$ cat src/hw/rtl/ese_pkg.sv
// Shared constants, control word format and microcode ROM of the encoder speed estimator.
package ese_pkg;

  // Speed history window
  localparam int WINDOW_DEPTH = 4;
  localparam int WIN_AW       = (WINDOW_DEPTH > 1) ? $clog2(WINDOW_DEPTH) : 1;

  // Configuration port
  localparam int CFG_IDX_W  = 1;
  localparam int CFG_DATA_W = 32;
  localparam logic [CFG_IDX_W-1:0] CFG_DISTANCE_PER_STEP = 1'd0;
  localparam logic [CFG_IDX_W-1:0] CFG_ENCODER_FLIP      = 1'd1;

  // Serial divider: two quotient bits per step, 32 quotient bits
  localparam int DIV_STEPS = 16;
  localparam int DIV_CNT_W = $clog2(DIV_STEPS);

  // Filter taps, scaled by ten; a short window turns into a plain mean
  localparam logic [3:0] W_NEWEST = (WINDOW_DEPTH >= 2) ? 4'd5 : 4'd10;
  localparam logic [3:0] W_PREV   = (WINDOW_DEPTH >= 3) ? 4'd3 :
                                    (WINDOW_DEPTH == 2) ? 4'd5 : 4'd0;
  localparam logic [3:0] W_OLDEST = (WINDOW_DEPTH >= 3) ? 4'd2 : 4'd0;

  // Datapath operations
  typedef logic [3:0] ese_op_t;
  localparam ese_op_t OP_NOP       = 4'd0;
  localparam ese_op_t OP_LOAD      = 4'd1;
  localparam ese_op_t OP_MUL       = 4'd2;
  localparam ese_op_t OP_SPD_INIT  = 4'd3;
  localparam ese_op_t OP_DIV_STEP  = 4'd4;
  localparam ese_op_t OP_SPD_STORE = 4'd5;
  localparam ese_op_t OP_FCLR      = 4'd6;
  localparam ese_op_t OP_FACC      = 4'd7;
  localparam ese_op_t OP_FLT_INIT  = 4'd8;
  localparam ese_op_t OP_OUT       = 4'd9;
  localparam ese_op_t OP_RMAC      = 4'd10;

  // Branch conditions: taken -> target, otherwise fall through
  typedef logic [1:0] ese_cond_t;
  localparam ese_cond_t C_NEVER    = 2'd0;
  localparam ese_cond_t C_NO_INPUT = 2'd1;
  localparam ese_cond_t C_DIV_MORE = 2'd2;
  localparam ese_cond_t C_OUT_BUSY = 2'd3;

  localparam int PC_W   = 4;
  localparam int NSTEPS = 15;
  localparam logic [PC_W-1:0] PC_IDLE    = 4'd0;
  localparam logic [PC_W-1:0] PC_DIV_SPD = 4'd4;
  localparam logic [PC_W-1:0] PC_OUT     = 4'd14;

  typedef struct packed {
    ese_op_t         op;
    logic [1:0]      rd_back;   // window read: slots behind the write pointer
    logic [3:0]      weight;
    ese_cond_t       cond;
    logic [PC_W-1:0] target;
  } ese_uop_t;

  typedef struct packed {
    logic in_valid;
    logic div_last;
    logic out_busy;
  } ese_stat_t;

  function automatic ese_uop_t ucode(input logic [PC_W-1:0] pc);
    ese_uop_t u;
    unique case (pc)
      4'd0:  u = '{op: OP_LOAD,      rd_back: 2'd0, weight: 4'd0,     cond: C_NO_INPUT,
                   target: PC_IDLE};
      4'd1:  u = '{op: OP_MUL,       rd_back: 2'd0, weight: 4'd0,     cond: C_NEVER,
                   target: PC_IDLE};
      4'd2:  u = '{op: OP_MUL,       rd_back: 2'd0, weight: 4'd0,     cond: C_NEVER,
                   target: PC_IDLE};
      4'd3:  u = '{op: OP_SPD_INIT,  rd_back: 2'd0, weight: 4'd0,     cond: C_NEVER,
                   target: PC_IDLE};
      4'd4:  u = '{op: OP_DIV_STEP,  rd_back: 2'd0, weight: 4'd0,     cond: C_DIV_MORE,
                   target: PC_DIV_SPD};
      4'd5:  u = '{op: OP_SPD_STORE, rd_back: 2'd0, weight: 4'd0,     cond: C_NEVER,
                   target: PC_IDLE};
      4'd6:  u = '{op: OP_FCLR,      rd_back: 2'd1, weight: 4'd0,     cond: C_NEVER,
                   target: PC_IDLE};
      4'd7:  u = '{op: OP_FACC,      rd_back: 2'd2, weight: W_NEWEST, cond: C_NEVER,
                   target: PC_IDLE};
      4'd8:  u = '{op: OP_FACC,      rd_back: 2'd3, weight: W_PREV,   cond: C_NEVER,
                   target: PC_IDLE};
      4'd9:  u = '{op: OP_FACC,      rd_back: 2'd0, weight: W_OLDEST, cond: C_NEVER,
                   target: PC_IDLE};
      4'd10: u = '{op: OP_FLT_INIT,  rd_back: 2'd0, weight: 4'd0,     cond: C_NEVER,
                   target: PC_IDLE};
      4'd11: u = '{op: OP_RMAC,      rd_back: 2'd0, weight: 4'd0,     cond: C_NEVER,
                   target: PC_IDLE};
      4'd12: u = '{op: OP_RMAC,      rd_back: 2'd0, weight: 4'd0,     cond: C_NEVER,
                   target: PC_IDLE};
      4'd13: u = '{op: OP_RMAC,      rd_back: 2'd0, weight: 4'd0,     cond: C_NEVER,
                   target: PC_IDLE};
      4'd14: u = '{op: OP_OUT,       rd_back: 2'd0, weight: 4'd0,     cond: C_OUT_BUSY,
                   target: PC_OUT};
      default: u = '{op: OP_NOP,     rd_back: 2'd0, weight: 4'd0,     cond: C_NEVER,
                   target: PC_IDLE};
    endcase
    return u;
  endfunction

endpackage

$ cat src/hw/rtl/ese_if.sv
// Valid/ready channel interfaces for the speed estimator input and result streams.
interface ese_in_if;
  logic               valid;
  logic               ready;
  logic signed [15:0] step_count;
  logic        [15:0] elapsed_ms;

  modport source (output valid, step_count, elapsed_ms, input ready);
  modport sink   (input valid, step_count, elapsed_ms, output ready);
endinterface

interface ese_out_if;
  logic               valid;
  logic               ready;
  logic signed [31:0] avg_speed;

  modport source (output valid, avg_speed, input ready);
  modport sink   (input valid, avg_speed, output ready);
endinterface

$ cat src/hw/rtl/ese_seq.sv
// Microcode sequencer: step counter, control ROM and conditional branches.
module ese_seq import ese_pkg::*; (
  input  logic      clk,
  input  logic      rst_n,
  input  ese_stat_t stat,
  output ese_uop_t  uop
);

  logic [PC_W-1:0] pc_r, pc_nxt;
  logic            taken;

  assign uop = ucode(pc_r);

  always_comb begin
    unique case (uop.cond)
      C_NEVER:    taken = 1'b0;
      C_NO_INPUT: taken = !stat.in_valid;
      C_DIV_MORE: taken = !stat.div_last;
      C_OUT_BUSY: taken = stat.out_busy;
      default:    taken = 1'b0;
    endcase
    if (taken) begin
      pc_nxt = uop.target;
    end else if (pc_r == PC_W'(NSTEPS - 1)) begin
      pc_nxt = PC_IDLE;
    end else begin
      pc_nxt = pc_r + 1'b1;
    end
  end

  always_ff @(posedge clk) begin
    if (!rst_n) begin
      pc_r <= PC_IDLE;
    end else begin
      pc_r <= pc_nxt;
    end
  end

endmodule

$ cat src/hw/rtl/encoder_speed_estimator.sv
// Encoder speed estimator top level: microcoded datapath, speed window and channel registers.
//
// Usage:
//   in_ch  : one transaction per encoder period (step_count, elapsed_ms).
//   out_ch : one transaction per input, the filtered speed in signed Q16.16.
//   cfg_*  : write-only registers, index 0 distance_per_step (Q8.24), index 1
//            encoder_flip. Write only while no item is in flight.
// Timing:
//   An item runs through a 15-step microprogram. The speed divide loop runs at
//   two quotient bits per cycle and dominates; the divide by ten in the filter
//   is a three-step reciprocal multiply. Items do not overlap: the next input
//   is taken only after the result is registered, in the same cycle that
//   out_ch.valid rises, and only while out_ch keeps up. One shared 48x16
//   multiplier does both speed products and the reciprocal multiply.
// Stall: the result sits in an output register; if out_ch is stalled when the
//   next result is ready, the sequencer holds on its last step until the
//   register frees up.
// Reset (rst_n, synchronous): config and control registers zero, window reads as
//   all zeros, sequencer back at its idle step and ready for input.
module encoder_speed_estimator import ese_pkg::*; (
  input  logic                  clk,
  input  logic                  rst_n,
  input  logic                  cfg_we,
  input  logic [CFG_IDX_W-1:0]  cfg_index,
  input  logic [CFG_DATA_W-1:0] cfg_wdata,
  ese_in_if.sink                in_ch,
  ese_out_if.source             out_ch
);

  localparam logic signed [31:0] SPD_MAX   = 32'sh7FFF_FFFF;
  localparam logic signed [31:0] SPD_MIN   = 32'sh8000_0000;
  localparam logic        [31:0] Q_LIMIT   = 32'h8000_0000;
  localparam logic        [15:0] MS_PER_S  = 16'd1000;
  // ceil(2^38 / 10): floor(x * RECIP_TEN / 2^38) == x / 10 for x below 2^35
  localparam logic        [47:0] RECIP_TEN = 48'h0006_6666_6667;

  // Config registers
  logic [31:0] dps_r;
  logic        flip_r;

  // Sequencer interface
  ese_uop_t  uop;
  ese_stat_t stat;

  // Item registers
  logic        sneg_r, zero_r;
  logic [15:0] ms_r;

  // Shared multiplier
  logic [47:0] mul_a_r;
  logic [15:0] mul_b_r;
  logic [63:0] prod;
  logic [57:0] acc_r;

  // Serial divider, radix 4
  logic [23:0]          div_r, rem_r;
  logic [31:0]          lo_r;
  logic [DIV_CNT_W-1:0] cnt_r;
  logic                 ovf_r;
  logic [24:0]          t1, t2;
  logic                 q1, q2;
  logic [23:0]          r1, r2;

  // Speed window
  logic signed [31:0]       win_mem [WINDOW_DEPTH];
  logic [WINDOW_DEPTH-1:0]  win_vld_r;
  logic [WIN_AW-1:0]        wp_r;
  logic [WIN_AW-1:0]        rd_idx;
  logic signed [31:0]       rd_r;
  int                       back_s;

  // Filter
  logic signed [35:0] fsum_r;
  logic signed [35:0] wterm;
  logic        [35:0] fmag;
  logic               fneg_r;

  // Speed shaping
  logic        [31:0] q_lim;
  logic signed [31:0] spd_raw, spd;

  // Output register
  logic               out_valid_r;
  logic signed [31:0] out_data_r;
  logic               in_acc;

  ese_seq u_seq (
    .clk   (clk),
    .rst_n (rst_n),
    .stat  (stat),
    .uop   (uop)
  );

  assign in_ch.ready = rst_n && (uop.op == OP_LOAD);
  assign in_acc      = in_ch.valid && in_ch.ready;

  assign stat.in_valid = in_ch.valid;
  assign stat.div_last = (cnt_r == DIV_CNT_W'(DIV_STEPS - 1));
  assign stat.out_busy = out_valid_r && !out_ch.ready;

  assign out_ch.valid     = out_valid_r;
  assign out_ch.avg_speed = out_data_r;

  // Configuration writes
  always_ff @(posedge clk) begin
    if (!rst_n) begin
      dps_r  <= '0;
      flip_r <= 1'b0;
    end else if (cfg_we) begin
      unique case (cfg_index)
        CFG_DISTANCE_PER_STEP: dps_r  <= cfg_wdata;
        CFG_ENCODER_FLIP:      flip_r <= cfg_wdata[0];
        default: ;
      endcase
    end
  end

  assign prod = mul_a_r * mul_b_r;

  // Two restoring steps per cycle; remainder stays below the divisor
  always_comb begin
    t1 = {rem_r, lo_r[31]};
    q1 = (t1 >= {1'b0, div_r});
    r1 = q1 ? 24'(t1 - {1'b0, div_r}) : t1[23:0];
    t2 = {r1, lo_r[30]};
    q2 = (t2 >= {1'b0, div_r});
    r2 = q2 ? 24'(t2 - {1'b0, div_r}) : t2[23:0];
  end

  // Quotient to signed speed: clamp, sign, flip
  always_comb begin
    q_lim = (ovf_r || lo_r > Q_LIMIT) ? Q_LIMIT : lo_r;
    if (zero_r) begin
      spd_raw = '0;
    end else if (sneg_r) begin
      spd_raw = 32'sd0 - signed'(q_lim);
    end else if (q_lim == Q_LIMIT) begin
      spd_raw = SPD_MAX;
    end else begin
      spd_raw = signed'(q_lim);
    end
    if (!flip_r) begin
      spd = spd_raw;
    end else if (spd_raw == SPD_MIN) begin
      spd = SPD_MAX;
    end else begin
      spd = 32'sd0 - spd_raw;
    end
  end

  // Window slot behind the write pointer, wrapped
  always_comb begin
    back_s = int'(wp_r) - int'(uop.rd_back);
    for (int i = 0; i < 3; i++) begin
      if (back_s < 0) back_s = back_s + WINDOW_DEPTH;
    end
    rd_idx = WIN_AW'(back_s);
  end

  assign wterm = 36'(rd_r) * 36'(signed'({1'b0, uop.weight}));
  assign fmag  = fsum_r[35] ? 36'(-fsum_r) : 36'(fsum_r);

  // Datapath
  always_ff @(posedge clk) begin
    case (uop.op)
      OP_LOAD: begin
        if (in_acc) begin
          sneg_r  <= in_ch.step_count[15];
          zero_r  <= (in_ch.elapsed_ms == '0) || (in_ch.step_count == '0);
          ms_r    <= in_ch.elapsed_ms;
          mul_a_r <= {16'h0, dps_r};
          mul_b_r <= in_ch.step_count[15] ? 16'(-in_ch.step_count) : 16'(in_ch.step_count);
        end
      end
      OP_MUL: begin
        acc_r   <= prod[57:0];
        mul_a_r <= prod[47:0];
        mul_b_r <= MS_PER_S;
      end
      OP_SPD_INIT: begin
        div_r <= {ms_r, 8'h00};
        ovf_r <= (acc_r >= {2'b00, ms_r, 8'h00, 32'h0});
        rem_r <= acc_r[55:32];
        lo_r  <= acc_r[31:0];
        cnt_r <= '0;
      end
      OP_DIV_STEP: begin
        rem_r <= r2;
        lo_r  <= {lo_r[29:0], q1, q2};
        cnt_r <= cnt_r + 1'b1;
      end
      OP_FCLR: begin
        fsum_r <= '0;
      end
      OP_FACC: begin
        fsum_r <= fsum_r + wterm;
      end
      // magnitude times the reciprocal, 16 bits of it per step; lo_r holds the rest
      OP_FLT_INIT: begin
        fneg_r  <= fsum_r[35];
        mul_a_r <= 48'(fmag);
        mul_b_r <= RECIP_TEN[15:0];
        lo_r    <= RECIP_TEN[47:16];
        acc_r   <= '0;
      end
      OP_RMAC: begin
        acc_r   <= (acc_r >> 16) + prod[57:0];
        mul_b_r <= lo_r[15:0];
        lo_r    <= lo_r >> 16;
      end
      // after three steps acc_r holds the product over 2^32; quotient is acc_r >> 6
      OP_OUT: begin
        if (!stat.out_busy) begin
          out_data_r <= fneg_r ? 32'sd0 - signed'(acc_r[37:6]) : signed'(acc_r[37:6]);
        end
      end
      default: ;
    endcase
  end

  // Window storage and registered read
  always_ff @(posedge clk) begin
    if (uop.op == OP_SPD_STORE) begin
      win_mem[wp_r] <= spd;
    end
    rd_r <= win_vld_r[rd_idx] ? win_mem[rd_idx] : '0;
  end

  // Control state
  always_ff @(posedge clk) begin
    if (!rst_n) begin
      wp_r        <= '0;
      win_vld_r   <= '0;
      out_valid_r <= 1'b0;
    end else begin
      if (uop.op == OP_SPD_STORE) begin
        win_vld_r[wp_r] <= 1'b1;
        wp_r <= (wp_r == WIN_AW'(WINDOW_DEPTH - 1)) ? '0 : wp_r + 1'b1;
      end
      if (uop.op == OP_OUT && !stat.out_busy) begin
        out_valid_r <= 1'b1;
      end else if (out_ch.ready) begin
        out_valid_r <= 1'b0;
      end
    end
  end

  // Checks
  a_wp_range: assert property (@(posedge clk) disable iff (!rst_n)
    int'(wp_r) < WINDOW_DEPTH)
    else $error("window write pointer out of range");

  a_accept_starts: assert property (@(posedge clk) disable iff (!rst_n)
    in_acc |=> (uop.op == OP_MUL))
    else $error("accepted transaction did not start the multiply step");

  a_out_from_seq: assert property (@(posedge clk) disable iff (!rst_n)
    $rose(out_valid_r) |-> $past(uop.op == OP_OUT))
    else $error("result raised outside the output step");

endmodule
$ cat src/flat_wrapper.sv
// flat-port wrapper written by rule: the top's interface ports become plain ports
module encoder_speed_estimator_flat import ese_pkg::*;
  (clk, rst_n, cfg_we, cfg_index, cfg_wdata, in_ch_valid, in_ch_step_count, in_ch_elapsed_ms, in_ch_ready, out_ch_valid, out_ch_avg_speed, out_ch_ready);
  ese_in_if in_ch_i ();
  ese_out_if out_ch_i ();
  input  logic clk;
  input  logic rst_n;
  input  logic cfg_we;
  input  logic [CFG_IDX_W-1:0] cfg_index;
  input  logic [CFG_DATA_W-1:0] cfg_wdata;
  input wire logic [$bits(in_ch_i.valid)-1:0] in_ch_valid;
  input wire logic [$bits(in_ch_i.step_count)-1:0] in_ch_step_count;
  input wire logic [$bits(in_ch_i.elapsed_ms)-1:0] in_ch_elapsed_ms;
  output wire logic [$bits(in_ch_i.ready)-1:0] in_ch_ready;
  output wire logic [$bits(out_ch_i.valid)-1:0] out_ch_valid;
  output wire logic [$bits(out_ch_i.avg_speed)-1:0] out_ch_avg_speed;
  input wire logic [$bits(out_ch_i.ready)-1:0] out_ch_ready;
  assign in_ch_i.valid = in_ch_valid;
  assign in_ch_i.step_count = in_ch_step_count;
  assign in_ch_i.elapsed_ms = in_ch_elapsed_ms;
  assign in_ch_ready = in_ch_i.ready;
  assign out_ch_valid = out_ch_i.valid;
  assign out_ch_avg_speed = out_ch_i.avg_speed;
  assign out_ch_i.ready = out_ch_ready;
  encoder_speed_estimator u_core (.clk(clk), .rst_n(rst_n), .cfg_we(cfg_we), .cfg_index(cfg_index), .cfg_wdata(cfg_wdata), .in_ch(in_ch_i), .out_ch(out_ch_i));
endmodule
$ cat config.mk
export PLATFORM = sky130hd
export DESIGN_NAME = encoder_speed_estimator_flat
export DESIGN_NICKNAME = d
export VERILOG_FILES = /design/src/hw/rtl/ese_pkg.sv /design/src/hw/rtl/ese_if.sv /design/src/hw/rtl/ese_seq.sv /design/src/hw/rtl/encoder_speed_estimator.sv /design/src/flat_wrapper.sv
export SDC_FILE = /design/constraint.sdc
export NUM_CORES = 2
export LEC_CHECK = 0
export BUFFER_PORTS_ARGS = -buffer_cell sky130_fd_sc_hd__buf_4
export CAP_MARGIN = 25
export CORE_MARGIN = 8
export CORE_UTILIZATION = 25
export DETAILED_ROUTE_END_ITERATION = 8
export HOLD_SLACK_MARGIN = 0.03
export PLACE_DENSITY = 0.44
export SLEW_MARGIN = 30
export SYNTH_ARGS = -nofsm -noshare
export SYNTH_HDL_FRONTEND = slang
export SYNTH_SLANG_ARGS = --single-unit
export TNS_END_PERCENT = 100
$ cat constraint.sdc
create_clock -name clk -period 8.21 [get_ports clk]
set_input_delay 0.4105 -clock clk [delete_from_list [all_inputs] [get_ports clk]]
set_output_delay 0.4105 -clock clk [all_outputs]
set_load 0.02 [all_outputs]
# Yosys cells after proc, flatten, opt, wreduce, memory -nomap -nowiden
# Memory sizes are Yosys's and may differ from the RTL's. A register that Yosys moved wholly into a read port is not among the register bits.
# Index checks and enable logic that the tools add are counted.
classes:
  add_sub_neg: 16
  n_mul: 2
  n_div: 0
  n_lt_le_gt_ge: 10
  eq_ne: 19
  n_shift: 0
  n_mux: 36
  n_bitwise: 3
  reduce_logical: 28
op_table:
  columns: ["cell", "n"]
  rows:
  - ["$mux W32", 9]
  - ["$pmux W58 S3", 1]
  - ["$pmux W48 S3", 1]
  - ["$pmux W32 S4", 1]
  - ["$lt A32 B1 Y1 const B", 3]
  - ["$sub A1 B32 Y32 const A", 3]
  - ["$pmux W36 S2", 1]
  - ["$add A32 B4 Y32 const B", 2]
  - ["$eq A32 B32 Y1 const B", 2]
  - ["$pmux W16 S4", 1]
  - ["$add A42 B58 Y58", 1]
  - ["$ge A58 B56 Y1", 1]
  - ["$mul A48 B16 Y58", 1]
  - ["$ge A25 B24 Y1", 2]
  - ["$mux W24", 2]
  - ["$mux W48", 1]
  - ["$pmux W24 S2", 1]
  - ["$sub A24 B24 Y24", 2]
  - ["$add A36 B36 Y36", 1]
  - ["$mul A32 B5 Y36", 1]
  - ["$mux W36", 1]
  - ["$neg A36 Y36", 1]
  - ["$gt A32 B32 Y1 const B", 1]
  - ["$logic_not A16 Y1", 2]
  - ["other kinds (31)", 72]
word_totals:
  regBits: 330
  latch_bits: 0
  mem_bits_rw: 128
  rom_bits: 224
  out_inout_bits: 34
  elab_cells: 136
  n_memories: 2
memory_table:
  columns: ["memory", "words", "width", "rd", "rd_clocked_by_memory_dff", "write_ports", "line_no", "text"]
  rows:
  - ["(name not given)", 16, 14, 1, 1, 0, "ese_pkg.sv:67", "unique case (pc)"]
  - ["u_core.win_mem", 4, 32, 1, 1, 1, "encoder_speed_estimator.sv:65", "logic signed [31:0] win_mem [WINDOW_DEPTH];"]

# Depth between registers and ports, before layout
logic_depth:
  ltp_word: 10
  mapped_depth: 37
  mapped_depth_nobuf: 35

# Modules after synthesis
# A second synthesis with hierarchy kept.
unflattened:
  cells_unflattened: 5877
  hier_area_um2: 56042.5
modules_own_cells:
  columns: ["mod", "n_inst", "cells_each", "area_per_inst_um2", "seq_area_each_um2"]
  rows:
  - ["encoder_speed_estimator", 1, 5789, 55216.7, 13873.3]
  - ["ese_seq", 1, 88, 825.8, 300.3]

# Worst setup path before layout
# Ideal clock, no wire load.
synth_timing:
  path_type: "reg-to-reg"
  startpoint: "register u_core.mul_b_r[1]"
  endpoint: "register u_core.acc_r[55] (data pin)"
  t_arrival_ns: 8.603
  setup_slack_ns: -0.652
  path_stages_with_launch: 35
  synth_period_minus_slack_ns: 8.862
  path_cell_list: "edfxtp_1 > clkbuf_1 > clkbuf_1 > nand2_1 > fa_1 > fa_1 > fa_1 > fa_1 > inv_1 > fa_1 > inv_1 > fa_1 > inv_1 > ha_1 > a22oi_1 > o211ai_1 > a311oi_1 > a21oi_1 > nor2_1 > nor2_1 > o31a_1 > o31a_1 > ha_1 > nand4_1 > nor2_1 > nand2_1 > a21oi_1 > a21oi_1 > o41ai_1 > o2bb2ai_1 > o41ai_1 > or2_1 > clkbuf_1 > nor4_1 > mux2_2"
synth_between:
  elab_chain_cells: 3
synth_lines:
  columns: ["element", "line_no", "text"]
  rows:
  - ["start: declaration", "encoder_speed_estimator.sv:51", "logic [15:0] mul_b_r;"]
  - ["start signal: assignment", "encoder_speed_estimator.sv:172", "mul_b_r <= in_ch.step_count[15] ? 16'(-in_ch.step_count) : 16'(in_ch.step_count);"]
  - ["start signal: assignment", "encoder_speed_estimator.sv:202", "mul_b_r <= RECIP_TEN[15:0];"]
  - ["start signal: assignment", "encoder_speed_estimator.sv:208", "mul_b_r <= lo_r[15:0];"]
  - ["$mul A48 B16 Y58 *", "encoder_speed_estimator.sv:118", "assign prod = mul_a_r * mul_b_r;"]
  - ["$add A42 B58 Y58", "encoder_speed_estimator.sv:207", "acc_r <= (acc_r >> 16) + prod[57:0];"]
  - ["$pmux W58 S3 *", "encoder_speed_estimator.sv:165", "case (uop.op)"]
  - ["end signal: assignment", "encoder_speed_estimator.sv:176", "acc_r <= prod[57:0];"]
  - ["end signal: assignment", "encoder_speed_estimator.sv:207", null]
  - ["end: declaration", "encoder_speed_estimator.sv:53", "logic [57:0] acc_r;"]
# Mark *: on every way between the ends. The rest lies on a longest branch, timed or not.
# A chain may end at the register's enable or synchronous reset.

# Final worst setup path
layout_timing:
  startpoint: "register u_core.mul_b_r[2]"
  endpoint: "register u_core.acc_r[51] (data pin)"
# Same word-level chain as after synthesis.

==> run summary <==
unrepaired setup endpoints after global routing -> yes
Slew Limit Fails -> 0
Mapped Nets -> 6792
Startpoint Class -> flop
FP Rows -> 172
Setup crit end kind -> flop
worst setup margin -> -0.200 ns
setup TNS -> -1.13 ns
layout cells sized above 1 -> 17.4%
hold slack -> 0.0634 ns
Non-Filler Instances -> 9152
Worst EP required -> 8.73 ns
Root Buffer -> clkbuf_16
R2R cell count -> 34
Hold Path Class -> in2reg
Slowest-stage cell, CP -> fa_1
Synth area leader -> fa_1
Relative slew margins -> 32.4%
fill count -> 22700
port bufs -> 103
DR pass1 iterations -> 6
CP Launch Point -> u_core.mul_b_r[2]$_DFFE_PP_
Clock transition at path regs -> 0.06 ns
Final Setup Violations -> 12
area delta synth->final -> 21.9%
Synth Instances -> 5741
worst-path maximum fanout -> 7
Antenna Nets Post-Route -> 0
chip height -> 484 um
Post-synth ARST share -> 0%
Routed WL per cell -> 20.6 um
full die area -> 234000 um2
failing checks -> setup timing
Placed Instances -> 8921
worst reg-to-reg setup slack -> -0.20 ns
Starting Density -> 25.0%
DR vias/cell -> 4.72
crit-path most repeated cell -> fa_1
crit path DAT -> 8.93 ns
most common flop cell mapped by yosys -> edfxtp_1
FF-to-FF End -> u_core.acc_r[51]$_DFFE_PP_
slowest stage delay, CP -> 0.56 ns
number of placed I/O pins -> 104
Hold Path Origin -> cfg_wdata[12]
Post-synth top cells -> nand2_1, inv_1, fa_1
RR Startpoint -> u_core.mul_b_r[2]$_DFFE_PP_
CTS tree -> yes
Setup WS pre-CTS -> -1.04 ns
Setup CP Type -> reg2reg
FF+latch count, synth -> 501
worst setup path endpoint -> u_core.acc_r[51]$_DFFE_PP_
first-pass GRT wire length -> 287000 um
Worst-Margin Slew -> 1.01 ns
Fin. Hold Viols -> 0
maximum clock insertion buffer count -> 3
part of the cycle the worst path needs -> 102%
H-tree Lvls -> 2
Num CTS Buffers -> 60
largest cells by area after synthesis -> fa_1, edfxtp_1, ha_1
max_cap viols -> 0
Fmax -> 0.119 GHz
share of the synthesized area in the top cell type -> 25.5%
vias in the first global route -> 45000
clock skew -> 0.0303 ns
final critical-path required period -> 8.41 ns
count of different cell masters after synthesis -> 99
total core area -> 219000 um2
synthesized area -> 54800 um2
nets -> 7276
Die Wd -> 484 um
Sink Count -> 501
status -> finished, violations left
final wirelength -> 189000 um
grt total ovfl -> 0
Synth Warn # -> 0
HPWL after DPL -> 153000 um
Post-synth EDFFs -> 414
initial antenna violation count -> 7
drc violations -> 0
Total Routing Usage GR -> 15.6%
Initial DRC Count -> 2507
worst-skew pair later-pin latency -> 0.68 ns
via count -> 43200
top-count cell post-synth -> nand2_1
GPL Wtd Cong -> 0.880
largest net degree at the start of global routing -> 49
sequential element share of the synthesized area -> 25.9%
Mapped Avg Cell Area -> 9.54 um2
-- how the worst min path moves through the flow --
| stage | endpoint | slack (ns) | depth (start not counted) |
|---|---|---|---|
| after floorplan | u_core.fneg_r$_DFFE_PP_ | 0.42 | 0 |
| after global placement | u_core.div_r[15]$_DFFE_PP_ | 0.44 | 0 |
| after detailed placement | u_core.div_r[18]$_DFFE_PP_ | 0.44 | 0 |
| after CTS | u_core.dps_r[12]$_SDFFE_PN0P_ | 0.03 | 3 |
| after global routing | u_core.dps_r[30]$_SDFFE_PN0P_ | 0.05 | 3 |
| final | u_core.dps_r[12]$_SDFFE_PN0P_ | 0.06 | 3 |
-- metal layers --
layer / up-vias / GRT usage (%) / wire length, um
li1: 20000 / - / -
met1: 22000 / 21.3 / 84700
met2: 1044 / 27.0 / 91600
met3: 196 / 1.36 / 7460
met4: 0 / 3.52 / 4800
met5: - / 0 / 0
-- layout by cell type, fill, tap and decap left out, types with 28 or more instances in the layout --
cell	count
nand2b_1	36
fa_1	687
nor2_1	213
buf_4	611
edfxtp_1	414
or3_1	33
o21a_1	43
o21ai_0	195
nor3_1	52
dfxtp_1	87
mux4_2	32
nand3_1	46
clkbuf_16	62
buf_12	31
a21boi_0	43
ha_1	253
nand4_1	40
a21oi_1	165
inv_1	758
a21o_1	96
o31ai_1	47
nor2b_1	54
xnor2_1	135
dlygate4sd3_1	40
and2_1	349
a31oi_1	28
xor2_1	111
nand2_1	870
-- worst max-delay path: cells and delay by family, from the launching register on --
| kind | cells | cell delay, ns |
|---|---|---|
| buf+inv | 11 | 1.24 |
| simple gates | 6 | 1.27 |
| xor+xnor | 1 | 0.15 |
| fa+ha+maj | 8 | 3.59 |
| compound gates | 8 | 1.56 |
| flops | 1 | 0.46 |
-- cells by family (layout without fill, tap and decap cells) --
family,Yosys count,count (layout),synth area share (%)
buffers and inverters,1064,1599,7.38
xor gates and xnor gates,269,269,4.30
muxes,67,67,1.98
AOI/OAI and AO/OA,964,964,11.8
DFF,501,501,25.9
other,0,5,0
adders and majority gates,981,981,32.0
and+or+nand+nor,1895,1895,16.7
-- registers in the layout, summed over array words and instances (netlist names), 24 cells and up --
name                     cells
u_core.win_mem             128
u_core.fsum_r               36
u_core.out_ch.avg_speed     32
u_core.acc_r                58
u_core.mul_a_r              48
u_core.dps_r                32
u_core.rem_r                24
u_core.rd_r                 32
u_core.lo_r                 32
-- per-stage QoR --
| step | util, % | area [um2] |
|---|---|---|
| CTS | 30.1 | 65900 |
| finish | 30.5 | 66800 |
| global route | 30.5 | 66800 |
| global placement | 28.4 | 62300 |
| detailed placement | 28.5 | 62300 |
| floorplan | - | 55000 |
-- area by class of cell --
type | instances | area [um2] | share of cell area, %
Multi-Input combinational cell | 4176 | 38000 | 57.0
Sequential cell | 501 | 14200 | 21.2
Timing Repair Buffer | 711 | 5990 | 8.98
Tap cell | 2871 | 3590 | 5.38
Inverter | 775 | 2910 | 4.36
Clock buffer | 82 | 1650 | 2.46
Clock inverter | 31 | 405 | 0.607
Antenna cell | 5 | 12.5 | 0.0187
-- timing repair --
item	4_1_cts	5_1_grt
endpoints found under the hold margin	38	0
setup buffers	43	27
cloned	2	1
resized for setup	146	137
pin swaps	71	64
hold buffers	40	0
setup endpoints to repair	30	34
Power is left out: the tool's default activity adds up to more than one toggle a clock period on the data nets, which glitch-free logic cannot reach.
